`src/deq_pkg.sv`:
```
// ----------------------------------------------------------------------------
// deq_pkg
// Request and status codes, and the command and status groups that pass
// between the deque controller and its datapath.
// ----------------------------------------------------------------------------
package deq_pkg;

  localparam int VALUE_W = 32;
  localparam int ENTRY_W = 7;

  typedef enum logic [2:0] {
    REQ_PUSH_FRONT = 3'd0,
    REQ_PUSH_BACK  = 3'd1,
    REQ_POP_FRONT  = 3'd2,
    REQ_POP_BACK   = 3'd3,
    REQ_LIST_FWD   = 3'd4,
    REQ_LIST_BWD   = 3'd5,
    REQ_COUNT      = 3'd6
  } req_t;

  typedef enum logic [1:0] {
    ST_OK        = 2'd0,
    ST_UNDERFLOW = 2'd1,
    ST_OVERFLOW  = 2'd2
  } status_t;

  typedef struct packed {
    logic    push_front;
    logic    push_back;
    logic    pop_front;
    logic    pop_back;
    logic    trav_start;
    logic    trav_back;
    logic    trav_next;
    logic    load_direct;
    status_t direct_status;
    logic    load_read;
    logic    read_trav;
  } dp_cmd_t;

  typedef struct packed {
    logic empty;
    logic full;
    logic out_last;
  } dp_sts_t;

endpackage

```
`src/deq_datapath.sv`:
```
// ----------------------------------------------------------------------------
// deq_datapath
// Ring store, front pointer, element count, traversal index and the result
// register of the deque.
// ----------------------------------------------------------------------------
module deq_datapath
  import deq_pkg::*;
#(
  parameter int CAPACITY = 64
) (
  input  logic               clk,
  input  logic               rst,
  input  dp_cmd_t            cmd,
  input  logic [VALUE_W-1:0] push_value,
  output dp_sts_t            sts,
  output status_t            out_status,
  output logic [VALUE_W-1:0] out_value,
  output logic [ENTRY_W-1:0] out_count,
  output logic               out_last
);

  localparam int IW = $clog2(CAPACITY);
  localparam int CW = $clog2(CAPACITY + 1);
  localparam int SW = CW + 1;

  logic [VALUE_W-1:0] mem [CAPACITY];
  logic [VALUE_W-1:0] rdata;
  logic [IW-1:0]      front;
  logic [IW-1:0]      front_next;
  logic [IW-1:0]      front_inc;
  logic [IW-1:0]      front_dec;
  logic [CW-1:0]      count;
  logic [CW-1:0]      count_next;
  logic [CW-1:0]      count_dec;
  logic [CW-1:0]      trav_idx;
  logic [CW-1:0]      trav_idx_next;
  logic               trav_back;
  logic               dir_back;
  logic [CW-1:0]      off;
  logic [SW-1:0]      sum;
  logic [IW-1:0]      slot;
  logic               rd_en;
  logic               wr_en;
  logic [IW-1:0]      wr_addr;

  always_comb begin
    count_dec     = count - 1'b1;
    trav_idx_next = cmd.trav_start ? '0 : trav_idx + 1'b1;
    dir_back      = cmd.trav_start ? cmd.trav_back : trav_back;
    priority if (cmd.pop_front) begin
      off = '0;
    end else if (cmd.pop_back) begin
      off = count_dec;
    end else if (cmd.push_back) begin
      off = count;
    end else if (dir_back) begin
      off = count_dec - trav_idx_next;
    end else begin
      off = trav_idx_next;
    end
    sum  = SW'(front) + SW'(off);
    slot = (sum >= SW'(CAPACITY)) ? IW'(sum - SW'(CAPACITY)) : IW'(sum);

    front_inc = (front == IW'(CAPACITY - 1)) ? '0 : front + 1'b1;
    front_dec = (front == '0) ? IW'(CAPACITY - 1) : front - 1'b1;

    rd_en   = cmd.pop_front | cmd.pop_back | cmd.trav_start | cmd.trav_next;
    wr_en   = cmd.push_front | cmd.push_back;
    wr_addr = cmd.push_front ? front_dec : slot;

    priority if (cmd.push_front | cmd.push_back) begin
      count_next = count + 1'b1;
    end else if (cmd.pop_front | cmd.pop_back) begin
      count_next = count_dec;
    end else begin
      count_next = count;
    end

    priority if (cmd.push_front) begin
      front_next = front_dec;
    end else if (cmd.pop_front) begin
      front_next = front_inc;
    end else begin
      front_next = front;
    end
  end

  always_ff @(posedge clk) begin
    if (wr_en) begin
      mem[wr_addr] <= push_value;
    end
    if (rd_en) begin
      rdata <= mem[slot];
    end
  end

  always_ff @(posedge clk) begin
    if (rst) begin
      front    <= '0;
      count    <= '0;
      out_last <= 1'b1;
    end else begin
      front <= front_next;
      count <= count_next;
      if (cmd.load_direct) begin
        out_last <= 1'b1;
      end else if (cmd.load_read) begin
        out_last <= cmd.read_trav ? (trav_idx == count_dec) : 1'b1;
      end
    end
  end

  always_ff @(posedge clk) begin
    if (cmd.trav_start | cmd.trav_next) begin
      trav_idx <= trav_idx_next;
      trav_back <= dir_back;
    end
    if (cmd.load_direct) begin
      out_status <= cmd.direct_status;
      out_value  <= '0;
      out_count  <= ENTRY_W'(count_next);
    end else if (cmd.load_read) begin
      out_status <= ST_OK;
      out_value  <= rdata;
      out_count  <= ENTRY_W'(count);
    end
  end

  assign sts.empty    = (count == '0);
  assign sts.full     = (count == CW'(CAPACITY));
  assign sts.out_last = out_last;

endmodule

```
`src/deq_ctrl.sv`:
```
// ----------------------------------------------------------------------------
// deq_ctrl
// Request decoder and sequencer: accepts requests, steps memory reads and
// traversals, and hands results to the output side.
// ----------------------------------------------------------------------------
module deq_ctrl
  import deq_pkg::*;
(
  input  logic    clk,
  input  logic    rst,
  input  logic    s_tvalid,
  output logic    s_tready,
  input  req_t    req,
  output logic    m_tvalid,
  input  logic    m_tready,
  input  dp_sts_t sts,
  output dp_cmd_t cmd
);

  typedef enum logic [1:0] {
    S_IDLE,
    S_READ,
    S_OUT
  } state_t;

  state_t state;
  state_t state_next;
  logic   in_trav;
  logic   in_trav_next;
  logic   take;

  always_comb begin
    cmd          = '0;
    state_next   = state;
    in_trav_next = in_trav;
    s_tready     = (state == S_IDLE) || (state == S_OUT && m_tready && sts.out_last);
    take         = s_tvalid && s_tready;

    unique case (state)
      S_IDLE: begin
      end
      S_READ: begin
        cmd.load_read = 1'b1;
        cmd.read_trav = in_trav;
        state_next    = S_OUT;
      end
      S_OUT: begin
        if (m_tready) begin
          if (sts.out_last) begin
            state_next = S_IDLE;
          end else begin
            cmd.trav_next = 1'b1;
            state_next    = S_READ;
          end
        end
      end
      default: begin
        state_next = S_IDLE;
      end
    endcase

    if (take) begin
      unique case (req)
        REQ_PUSH_FRONT, REQ_PUSH_BACK: begin
          cmd.load_direct = 1'b1;
          if (sts.full) begin
            cmd.direct_status = ST_OVERFLOW;
          end else begin
            cmd.direct_status = ST_OK;
            cmd.push_front    = (req == REQ_PUSH_FRONT);
            cmd.push_back     = (req == REQ_PUSH_BACK);
          end
          state_next = S_OUT;
        end
        REQ_POP_FRONT, REQ_POP_BACK: begin
          if (sts.empty) begin
            cmd.load_direct   = 1'b1;
            cmd.direct_status = ST_UNDERFLOW;
            state_next        = S_OUT;
          end else begin
            cmd.pop_front = (req == REQ_POP_FRONT);
            cmd.pop_back  = (req == REQ_POP_BACK);
            in_trav_next  = 1'b0;
            state_next    = S_READ;
          end
        end
        REQ_LIST_FWD, REQ_LIST_BWD: begin
          if (sts.empty) begin
            cmd.load_direct   = 1'b1;
            cmd.direct_status = ST_UNDERFLOW;
            state_next        = S_OUT;
          end else begin
            cmd.trav_start = 1'b1;
            cmd.trav_back  = (req == REQ_LIST_BWD);
            in_trav_next   = 1'b1;
            state_next     = S_READ;
          end
        end
        REQ_COUNT: begin
          cmd.load_direct   = 1'b1;
          cmd.direct_status = ST_OK;
          state_next        = S_OUT;
        end
        default: begin
        end
      endcase
    end
  end

  always_ff @(posedge clk) begin
    if (rst) begin
      state   <= S_IDLE;
      in_trav <= 1'b0;
    end else begin
      state   <= state_next;
      in_trav <= in_trav_next;
    end
  end

  assign m_tvalid = (state == S_OUT);

endmodule

```
`src/double_ended_queue.sv`:
```
// ----------------------------------------------------------------------------
// double_ended_queue
// Bounded deque of 32-bit values in a ring store, with push, pop, list and
// count requests on a stream interface.
// ----------------------------------------------------------------------------
// Requests enter on s_* (tuser: request code, tdata: push value) and results
// leave on m_* (tuser: status, tdata: value and count, tlast: final result).
// Pushes and count requests show their result in the cycle after the transfer;
// pops pass through the registered read port of the ring store and then the
// result register. A traversal of N elements takes the same path, one store
// read per element, and reads each further element once the previous result
// was taken. A new request is taken in the same cycle that the final result
// of the previous one is taken. A push into a full deque answers with
// overflow; pops and lists of an empty deque answer once with underflow.
// Request code 7 is dropped without a result.
// ----------------------------------------------------------------------------
module double_ended_queue
  import deq_pkg::*;
#(
  parameter int CAPACITY = 64
) (
  input  logic        clk,
  input  logic        rst,
  input  logic        s_tvalid,
  output logic        s_tready,
  input  logic [31:0] s_tdata,   // [31:0] push_value
  input  logic [2:0]  s_tuser,   // [2:0] req_type
  output logic        m_tvalid,
  input  logic        m_tready,
  output logic [39:0] m_tdata,   // [31:0] item_value, [38:32] entry_count, [39] zero
  output logic [1:0]  m_tuser,   // [1:0] status
  output logic        m_tlast    // last_flag
);

  dp_cmd_t            cmd;
  dp_sts_t            sts;
  status_t            out_status;
  logic [VALUE_W-1:0] out_value;
  logic [ENTRY_W-1:0] out_count;

  deq_ctrl u_ctrl (
    .clk      (clk),
    .rst      (rst),
    .s_tvalid (s_tvalid),
    .s_tready (s_tready),
    .req      (req_t'(s_tuser)),
    .m_tvalid (m_tvalid),
    .m_tready (m_tready),
    .sts      (sts),
    .cmd      (cmd)
  );

  deq_datapath #(
    .CAPACITY (CAPACITY)
  ) u_datapath (
    .clk        (clk),
    .rst        (rst),
    .cmd        (cmd),
    .push_value (s_tdata),
    .sts        (sts),
    .out_status (out_status),
    .out_value  (out_value),
    .out_count  (out_count),
    .out_last   (m_tlast)
  );

  assign m_tdata = {1'b0, out_count, out_value};
  assign m_tuser = out_status;

  a_overflow_full : assert property (@(posedge clk) disable iff (rst)
    m_tvalid && m_tuser == ST_OVERFLOW |-> m_tdata[38:32] == 7'(CAPACITY))
    else $error("overflow reported while deque not full");

  a_underflow_empty : assert property (@(posedge clk) disable iff (rst)
    m_tvalid && m_tuser == ST_UNDERFLOW |-> m_tdata[38:32] == 7'd0 && m_tlast)
    else $error("underflow result with nonzero count or not last");

  a_accept_on_last : assert property (@(posedge clk) disable iff (rst)
    s_tready && m_tvalid |-> m_tlast && m_tready)
    else $error("request taken while a traversal is still in progress");

  a_count_bound : assert property (@(posedge clk) disable iff (rst)
    m_tvalid |-> m_tdata[38:32] <= 7'(CAPACITY))
    else $error("entry count exceeds capacity");

endmodule

```
`config.mk`:
```
export PLATFORM = sky130hd
export DESIGN_NAME = double_ended_queue
export DESIGN_NICKNAME = d
export VERILOG_FILES = /design/src/deq_pkg.sv /design/src/deq_datapath.sv /design/src/deq_ctrl.sv /design/src/double_ended_queue.sv
export SDC_FILE = /design/constraint.sdc
export NUM_CORES = 2
export LEC_CHECK = 0
export ABC_AREA = 1
export BUFFER_PORTS_ARGS = -buffer_cell sky130_fd_sc_hd__buf_2
export CORE_MARGIN = 3
export CORE_UTILIZATION = 55
export DETAILED_ROUTE_END_ITERATION = 6
export PLACE_DENSITY_LB_ADDON = 0.12
export SYNTH_ARGS = -nofsm -noshare
export SYNTH_HDL_FRONTEND = slang
export SYNTH_SLANG_ARGS = --single-unit
```
`constraint.sdc`:
```
create_clock -name clk -period 7.1 [get_ports clk]
set_input_delay 0.355 -clock clk [delete_from_list [all_inputs] [get_ports clk]]
set_output_delay 0.355 -clock clk [all_outputs]
set_load 0.02 [all_outputs]
```
**After elaboration in Yosys (flattened, before gate mapping)**

Memories as Yosys holds them, arrays and structs flattened. A register that Yosys moved wholly into a read port is not among the register bits.
Cells that the tools add are included.

- Bits in latches: 0
- Flip-flop bits (word level): 66
- Output and inout port bits: 45
- Bits in read-only memories: 0
- Memories kept: 1
- RAM bits: 2048

Memories:

| memory | words | width | rd ports | clocked after Yosys merged registers in | wr ports | RTL line | RTL |
|---|---|---|---|---|---|---|---|
| u_datapath.mem | 64 | 32 | 1 | 1 | 1 | deq_datapath.sv:26 | `logic [VALUE_W-1:0] mem [CAPACITY];` |

- Add/sub/neg operators: 8
- Shift-type cells: 0
- Divide/modulo/power cells: 0
- Bitwise logic cells: 5
- Multipliers: 0
- Order comparisons: 1
- Eq/ne operators: 13
- Multiplexer cells: 45
- Reductions and logical operators: 18

Operators with widths:

| operator | count |
|---|---|
| 7-bit 2-to-1 mux | 9 |
| 6-bit 2-to-1 mux | 7 |
| 2-bit 2-to-1 mux | 13 |
| 7-bit by 1-bit adder with 7-bit output, second input constant | 2 |
| 6-bit by 1-bit subtractor with 6-bit output, second input constant | 2 |
| 1-bit 2-to-1 mux | 10 |
| 3-bit == test, second input constant | 3 |
| 3-bit one-hot mux with 3 select lines | 1 |
| 6-bit by 7-bit adder with 8-bit output | 1 |
| 8-bit by 7-bit >= comparator with 1-bit output, second input constant | 1 |
| 2-bit OR reduction | 4 |
| 7-bit == test | 1 |
| 7-bit == test, second input constant | 1 |
| 7-bit zero test | 1 |
| 7-bit by 1-bit subtractor with 7-bit output, second input constant | 1 |
| 7-bit subtractor | 1 |
| 6-bit by 1-bit adder with 6-bit output, second input constant | 1 |
| 3-bit by 2-bit == test with 1-bit output, second input constant | 2 |
| 6-bit == test, second input constant | 1 |
| 6-bit zero test | 1 |
| 3-bit 2-to-1 mux | 2 |
| 2-bit one-hot mux with 3 select lines | 1 |
| 2-bit nonzero test | 3 |
| 1-bit bitwise OR | 5 |
| 13 further kinds | 16 |

**Longest topological paths before layout**

- Depth after elaboration: 16
- Mapped depth: 29
- Depth with buffers taken out: 28

**Modules after synthesis**

From an unflattened synthesis, not the netlist that was laid out.

- Cell total of the unflattened synthesis: 6190
- Area, all modules: 84418.5 um2

By module, submodules not included:

| module | times used | sequential area each (um2) | area an instance (um2) | cells each |
|---|---|---|---|---|
| deq_datapath | 1 | 63891.3 | 84069.4 | 6133 |
| deq_ctrl | 1 | 60.1 | 337.8 | 55 |
| double_ended_queue | 1 | 0.0 | 11.3 | 2 |

**Worst setup path after synthesis**

OpenSTA, ideal clock, no wires.

- Path type: register to register
- From: register u_datapath.count[0]
- To: memory u_datapath.mem[20][0] (enable)
- Clock period less this slack: 5.776 ns
- Path slack: 1.324 ns
- Buffers on the path: 1
- Setup time: 0.421 ns
- Stages on the path, launching flop included: 23
- Arrival: 5.355 ns
- Path through: dfxtp_1 > inv_1 > ha_1 > nand2_2 > nor2_4 > nand2_4 > nand3_4 > clkinv_2 > nor2_1 > ha_1 > inv_1 > fa_1 > o21ai_0 > a311oi_1 > fa_1 > xor2_1 > clkinv_1 > clkbuf_1 > o21ai_0 > inv_1 > nor2_1 > nand2_1 > nor2_1

- Word-level cells in the longest chain between the ends: 14
- Elaborated cells on any way between the ends: 25
- Those cells by class: add/sub: 4; order compare: 1; eq/ne: 1; mux: 17; bitwise: 1; reduce/logical: 1

Ends and longest elaborated chain:

| item | RTL line | RTL |
|---|---|---|
| start, declared | deq_datapath.sv:32 | `logic [CW-1:0] count;` |
| start signal, assigned | deq_datapath.sv:104 | `count <= count_next;` |
| 7-bit zero test * | deq_datapath.sv:129 | `assign sts.empty = (count == '0);` |
| 2-bit 2-to-1 mux * | deq_ctrl.sv:88 | `if (sts.empty) begin` |
| 2-bit 2-to-1 mux * | deq_ctrl.sv:63 | `unique case (req)` |
| 6-bit 2-to-1 mux * | deq_ctrl.sv:62 | `if (take) begin` |
| 7-bit 2-to-1 mux * | deq_datapath.sv:48 | `trav_idx_next = cmd.trav_start ? '0 : trav_idx + 1'b1;` |
| named net u_datapath.trav_idx_next[0] | deq_datapath.sv:36 | `logic [CW-1:0] trav_idx_next;` |
| 7-bit subtractor | deq_datapath.sv:57 | `off = count_dec - trav_idx_next;` |
| 7-bit 2-to-1 mux * | deq_datapath.sv:56 | `end else if (dir_back) begin` |
| 7-bit 2-to-1 mux * | deq_datapath.sv:54 | `end else if (cmd.push_back) begin` |
| 7-bit 2-to-1 mux * | deq_datapath.sv:52 | `end else if (cmd.pop_back) begin` |
| 7-bit 2-to-1 mux * | deq_datapath.sv:50 | `priority if (cmd.pop_front) begin` |
| 6-bit by 7-bit adder with 8-bit output * | deq_datapath.sv:61 | `sum = SW'(front) + SW'(off);` |
| 8-bit by 7-bit >= comparator with 1-bit output or 6-bit by 1-bit subtractor with 6-bit output (tied branches) | deq_datapath.sv:62 | `slot = (sum >= SW'(CAPACITY)) ? IW'(sum - SW'(CAPACITY)) : IW'(sum);` |
| 6-bit 2-to-1 mux * | deq_datapath.sv:62 |  |
| 6-bit 2-to-1 mux * | deq_datapath.sv:69 | `wr_addr = cmd.push_front ? front_dec : slot;` |
| end, declared | deq_datapath.sv:26 |  |

Mark *: on every way through the listed nets, which the timed path passes. The rest lies on a longest branch.

**Worst setup path in the final report**

- From: register u_datapath.count[0]
- To: register u_datapath.rdata[30], read port of u_datapath.mem, data pin

- Word-level cells in the longest chain between the ends: 13
- Elaborated cells on any way between the ends: 24
- Those cells by class: add/sub: 4; order compare: 1; eq/ne: 1; mux: 14; bitwise: 3; reduce/logical: 1

Ends and longest elaborated chain:

| item | RTL line | RTL |
|---|---|---|
| 7-bit zero test * | deq_datapath.sv:129 |  |
| 2-bit 2-to-1 mux * | deq_ctrl.sv:88 |  |
| 2-bit 2-to-1 mux * | deq_ctrl.sv:63 |  |
| 6-bit 2-to-1 mux * | deq_ctrl.sv:62 |  |
| 7-bit 2-to-1 mux * | deq_datapath.sv:48 |  |
| named net u_datapath.trav_idx_next[0] | deq_datapath.sv:36 |  |
| 7-bit subtractor | deq_datapath.sv:57 |  |
| 7-bit 2-to-1 mux * | deq_datapath.sv:56 |  |
| 7-bit 2-to-1 mux * | deq_datapath.sv:54 |  |
| 7-bit 2-to-1 mux * | deq_datapath.sv:52 |  |
| 7-bit 2-to-1 mux * | deq_datapath.sv:50 |  |
| 6-bit by 7-bit adder with 8-bit output * | deq_datapath.sv:61 |  |
| 8-bit by 7-bit >= comparator with 1-bit output or 6-bit by 1-bit subtractor with 6-bit output (tied branches) | deq_datapath.sv:62 |  |
| 6-bit 2-to-1 mux * | deq_datapath.sv:62 |  |
| end, declared | deq_datapath.sv:27 | `logic [VALUE_W-1:0] rdata;` |

Marked as above.
A chain may end at the register's enable or synchronous reset.

==> flow_summary.json <==
{
  "cp_common_cell": "o21ai_0",
  "synth-seq-cells": 2146,
  "wirelength_um": 233200,
  "fmax_ghz": 0.1513,
  "nFillCells": 11400,
  "hold_path_class": "in -> reg",
  "min_to": "u_datapath.out_status[1]",
  "firstDrtPassIters": 7,
  "ys.flop_type": "edfxtp_1",
  "path_max_fanout": 62,
  "cts_sinks": 2146,
  "grt_overflow": 0,
  "synth_edf_count": 2097,
  "path_clk_slew_ns": 0.06,
  "multi_input_area_um2": 18850,
  "io_pins": 84,
  "gp_congestion": 0.8825,
  "seq_area_frac_synth_pct": 75.90,
  "slew_violations": 0,
  "synth_top_area_share_pct": 74.73,
  "period_share_pct": 93.10,
  "crit_chain": "inv_1 > ha_1 > nand2_2 > nor2_4 > nand2_4 > nand3_4 > clkinv_2 > nor2_1 > ha_1 > inv_1 > fa_1 > o21ai_0 > a311oi_1 > fa_4 > inv_8 > buf_4 > o21ai_0 > o221ai_1 > nand3_1 > a21oi_1 > nor2_1 > o21ai_0",
  "clk_latency_ns": 0.83,
  "hpwl_um": 126600,
  "critPathCaptureType": "flip-flop",
  "ys_warn_count": 0,
  "synth_nets": 6237,
  "cp_top_family": "compound AO/OA/AOI/OAI gates",
  "syn2layout_area_growth_pct": 12.33,
  "initialDrtViolationCount": 6603,
  "dieHeight_um": 397.4,
  "reg2reg_to": "u_datapath.rdata[30]",
  "place_ws_ns": 0.6538,
  "rsz0062_at_grt": "no",
  "coreArea_um2": 152100,
  "final_cell_area_um2": 94650,
  "antenna_found_initial": 9,
  "synth.distinct_cells": 49,
  "drive_above_1_share_pct": 10.47,
  "finClkSkew_ns": 0.02623,
  "leakagePower_uw": 0.02968,
  "worstRegToRegCells": 22,
  "cp-start-kind": "flip-flop",
  "htree_levels": 4,
  "yosys.area.top_type": "edfxtp_1",
  "place_area_um2": 88060,
  "clockBufferDepth": 3,
  "hold_start": "s_tvalid",
  "synthTopCellsByCount": "edfxtp_1, nor2_1, o21ai_0, o221ai_1, clkbuf_1",
  "slew_headroom_pct": 17.01,
  "vias": 54337,
  "io_buffers": 82,
  "setup_violations": 0,
  "synthMostInstantiatedCell": "edfxtp_1",
  "slowest_stage": "fa_4",
  "vdd_drop_max_mv": 0.5482,
  "regArea_um2": 63950,
  "rrSetupSlack_ns": 0.49,
  "layout_setup_ws_ns": 0.4901,
  "min_period_ns": 6.610,
  "drtAntennaViolNets": 0,
  "syn_inst": 6181,
  "cp.arrival_ns": 7.28,
  "synthesis.area_um2": 84260,
  "grt_pass1_vias": 51352,
  "cts_made_buffers": 211,
  "path_buf_inv": 5,
  "vias_per_cell": 6.452,
  "max_stage_delay_ns": 0.90,
  "grt_max_degree": 165,
  "cts_resized": 0,
  "synthArstFlopShare_pct": 0,
  "finalHoldViolCount": 0,
  "min_path_cells": 5,
  "fin_tns_setup_ns": 0,
  "outcome": "complete, no violations",
  "worst_ep_required_time_ns": 7.77,
  "die_area_um2": 157900,
  "grt_pass1_wl_um": 344000,
  "post-cts-setup-buffers": 0,
  "max_slew.worst_pin.slew_ns": 1.245,
  "maxCapViolations": 0,
  "nNetsFinal": 6277,
  "die_w_um": 397.4,
  "cts_root_buf": "clkbuf_16",
  "powerDensity_nw_per_um2": 384.0,
  "synthTopCellsByArea": "edfxtp_1, o21ai_0, o221ai_1, nor2_1, clkbuf_1",
  "grt.total_usage_pct": 29.26,
  "remaining_drc_errors": 0,
  "cts_tree": "done",
  "wl_per_cell_um": 27.68,
  "initial_utilization_pct": 55.40,
  "row_count": 143,
  "syn_area_per_cell_um2": 13.63,
  "timing.rr.start": "u_datapath.count[0]",
  "path_class": "reg -> reg"
}
## placed cells by master (no fill, tap or decap), types with 4 or more instances in the layout
master and instances:
nand4_2 4, clkbuf_16 217, a31oi_1 6, inv_1 60
bufinv_16 11, nand3_4 6, ha_1 14, clkbuf_8 5
clkinv_2 31, buf_4 158, a21oi_1 189, clkbuf_1 44
nand3_1 279, nand2_2 4, nor2_4 67, clkinv_1 62
o21ai_1 24, edfxtp_1 2097, o21ai_0 1099, buf_12 41
dfxtp_1 49, nand2_1 132, nor2_1 1101, inv_6 6
xor2_1 14, o221ai_1 513, clkinvlp_4 4, nor3_1 13
buf_2 82, inv_2 6
## what timing repair did
| action | 4_1_cts | 5_1_grt |
|---|---|---|
| hold endpoints to repair | 14 | 0 |
| setup endpoints to repair | 0 | 0 |
| hold buffers | 3 | 0 |
## per-stage QoR
| stage | std cells | util (%) | hold WS, ns | power, µW |
|---|---|---|---|---|
| 2_1_floorplan | 6181 | - | 0.4241 | 21020 |
| 3_3_place_gp | 8035 | 57.91 | 0.4466 | 25610 |
| 3_5_place_dp | 8035 | 57.91 | 0.4547 | 25740 |
| 4_1_cts | 8419 | 62.23 | 0.07685 | 36290 |
| 5_1_grt | 8419 | 62.23 | 0.1141 | 37840 |
| 6_report | 8422 | 62.23 | 0.1308 | 36350 |
## worst register-to-register path: stages, from the launching register on
cell and delay, ns:
dfxtp_1 0.39, inv_1 0.15, ha_1 0.21, nand2_2 0.09, nor2_4 0.14, nand2_4 0.08, nand3_4 0.12, clkinv_2 0.13
nor2_1 0.20, ha_1 0.19, inv_1 0.07, fa_1 0.51, o21ai_0 0.10, a311oi_1 0.52, fa_4 0.90, inv_8 0.27
buf_4 0.63, o21ai_0 0.26, o221ai_1 0.25, nand3_1 0.13, a21oi_1 0.85, nor2_1 0.12, o21ai_0 0.17
## logic make-up (layout without fill, tap and decap cells)
kind of cell,after synthesis,after routing,synth area share (%)
compound gates,1846,1846,13.32
flops,2146,2146,75.90
fa+ha+maj,17,17,0.2703
other cells,1,4,0.004451
xor+xnor,20,20,0.2079
buf+inv,531,739,2.404
simple gates,1620,1620,7.893
## final cells by class
cell class | count | area share [%]
inverter | 74 | 0.3252
antenna | 3 | 0.007932
multi-input combinational | 3504 | 19.91
tap | 2030 | 2.684
clock inverter | 115 | 0.9320
sequential | 2146 | 67.57
timing repair buffer | 284 | 2.586
clock buffer | 266 | 5.984
## state kept, by name (all words and copies together), names as in the netlist, 2 cells and up
| name | count |
|---|---|
| u_datapath.mem | 2048 |
| u_datapath.out_value | 32 |
| u_datapath.rdata | 32 |
| u_datapath.count | 7 |
| u_datapath.out_count | 7 |
| u_datapath.trav_idx | 7 |
| u_datapath.front | 6 |
| u_ctrl.state | 2 |
| u_datapath.out_status | 2 |
## worst max path at each step
stage | endpoint | depth (start not counted) | slack (ns) | startpoint
global placement | u_datapath.rdata[30] | 22 | 0.81 | u_datapath.count[0]
floorplan | u_datapath.mem[20][0] | 22 | 1.32 | u_datapath.count[0]
global route | u_datapath.mem[47][19] | 21 | 0.13 | u_datapath.count[0]
CTS | u_datapath.rdata[30] | 22 | 0.62 | u_datapath.count[0]
finish | u_datapath.rdata[30] | 22 | 0.49 | u_datapath.count[0]
detailed placement | u_datapath.rdata[30] | 22 | 0.65 | u_datapath.count[0]
## metal layers
layer | wire length [µm] | track usage, %
met1 | 96070 | 43.31
met3 | 23740 | 5.637
met5 | 23 | 0
met4 | 5035 | 7.045
met2 | 108300 | 45.26
## where the power goes
group | switching [µW] | internal [µW] | total (µW)
clock network | 4640 | 6010 | 10700
logic | 8310 | 3010 | 11300
registers | 148 | 14200 | 14400
(Power assumes the default switching activity.)
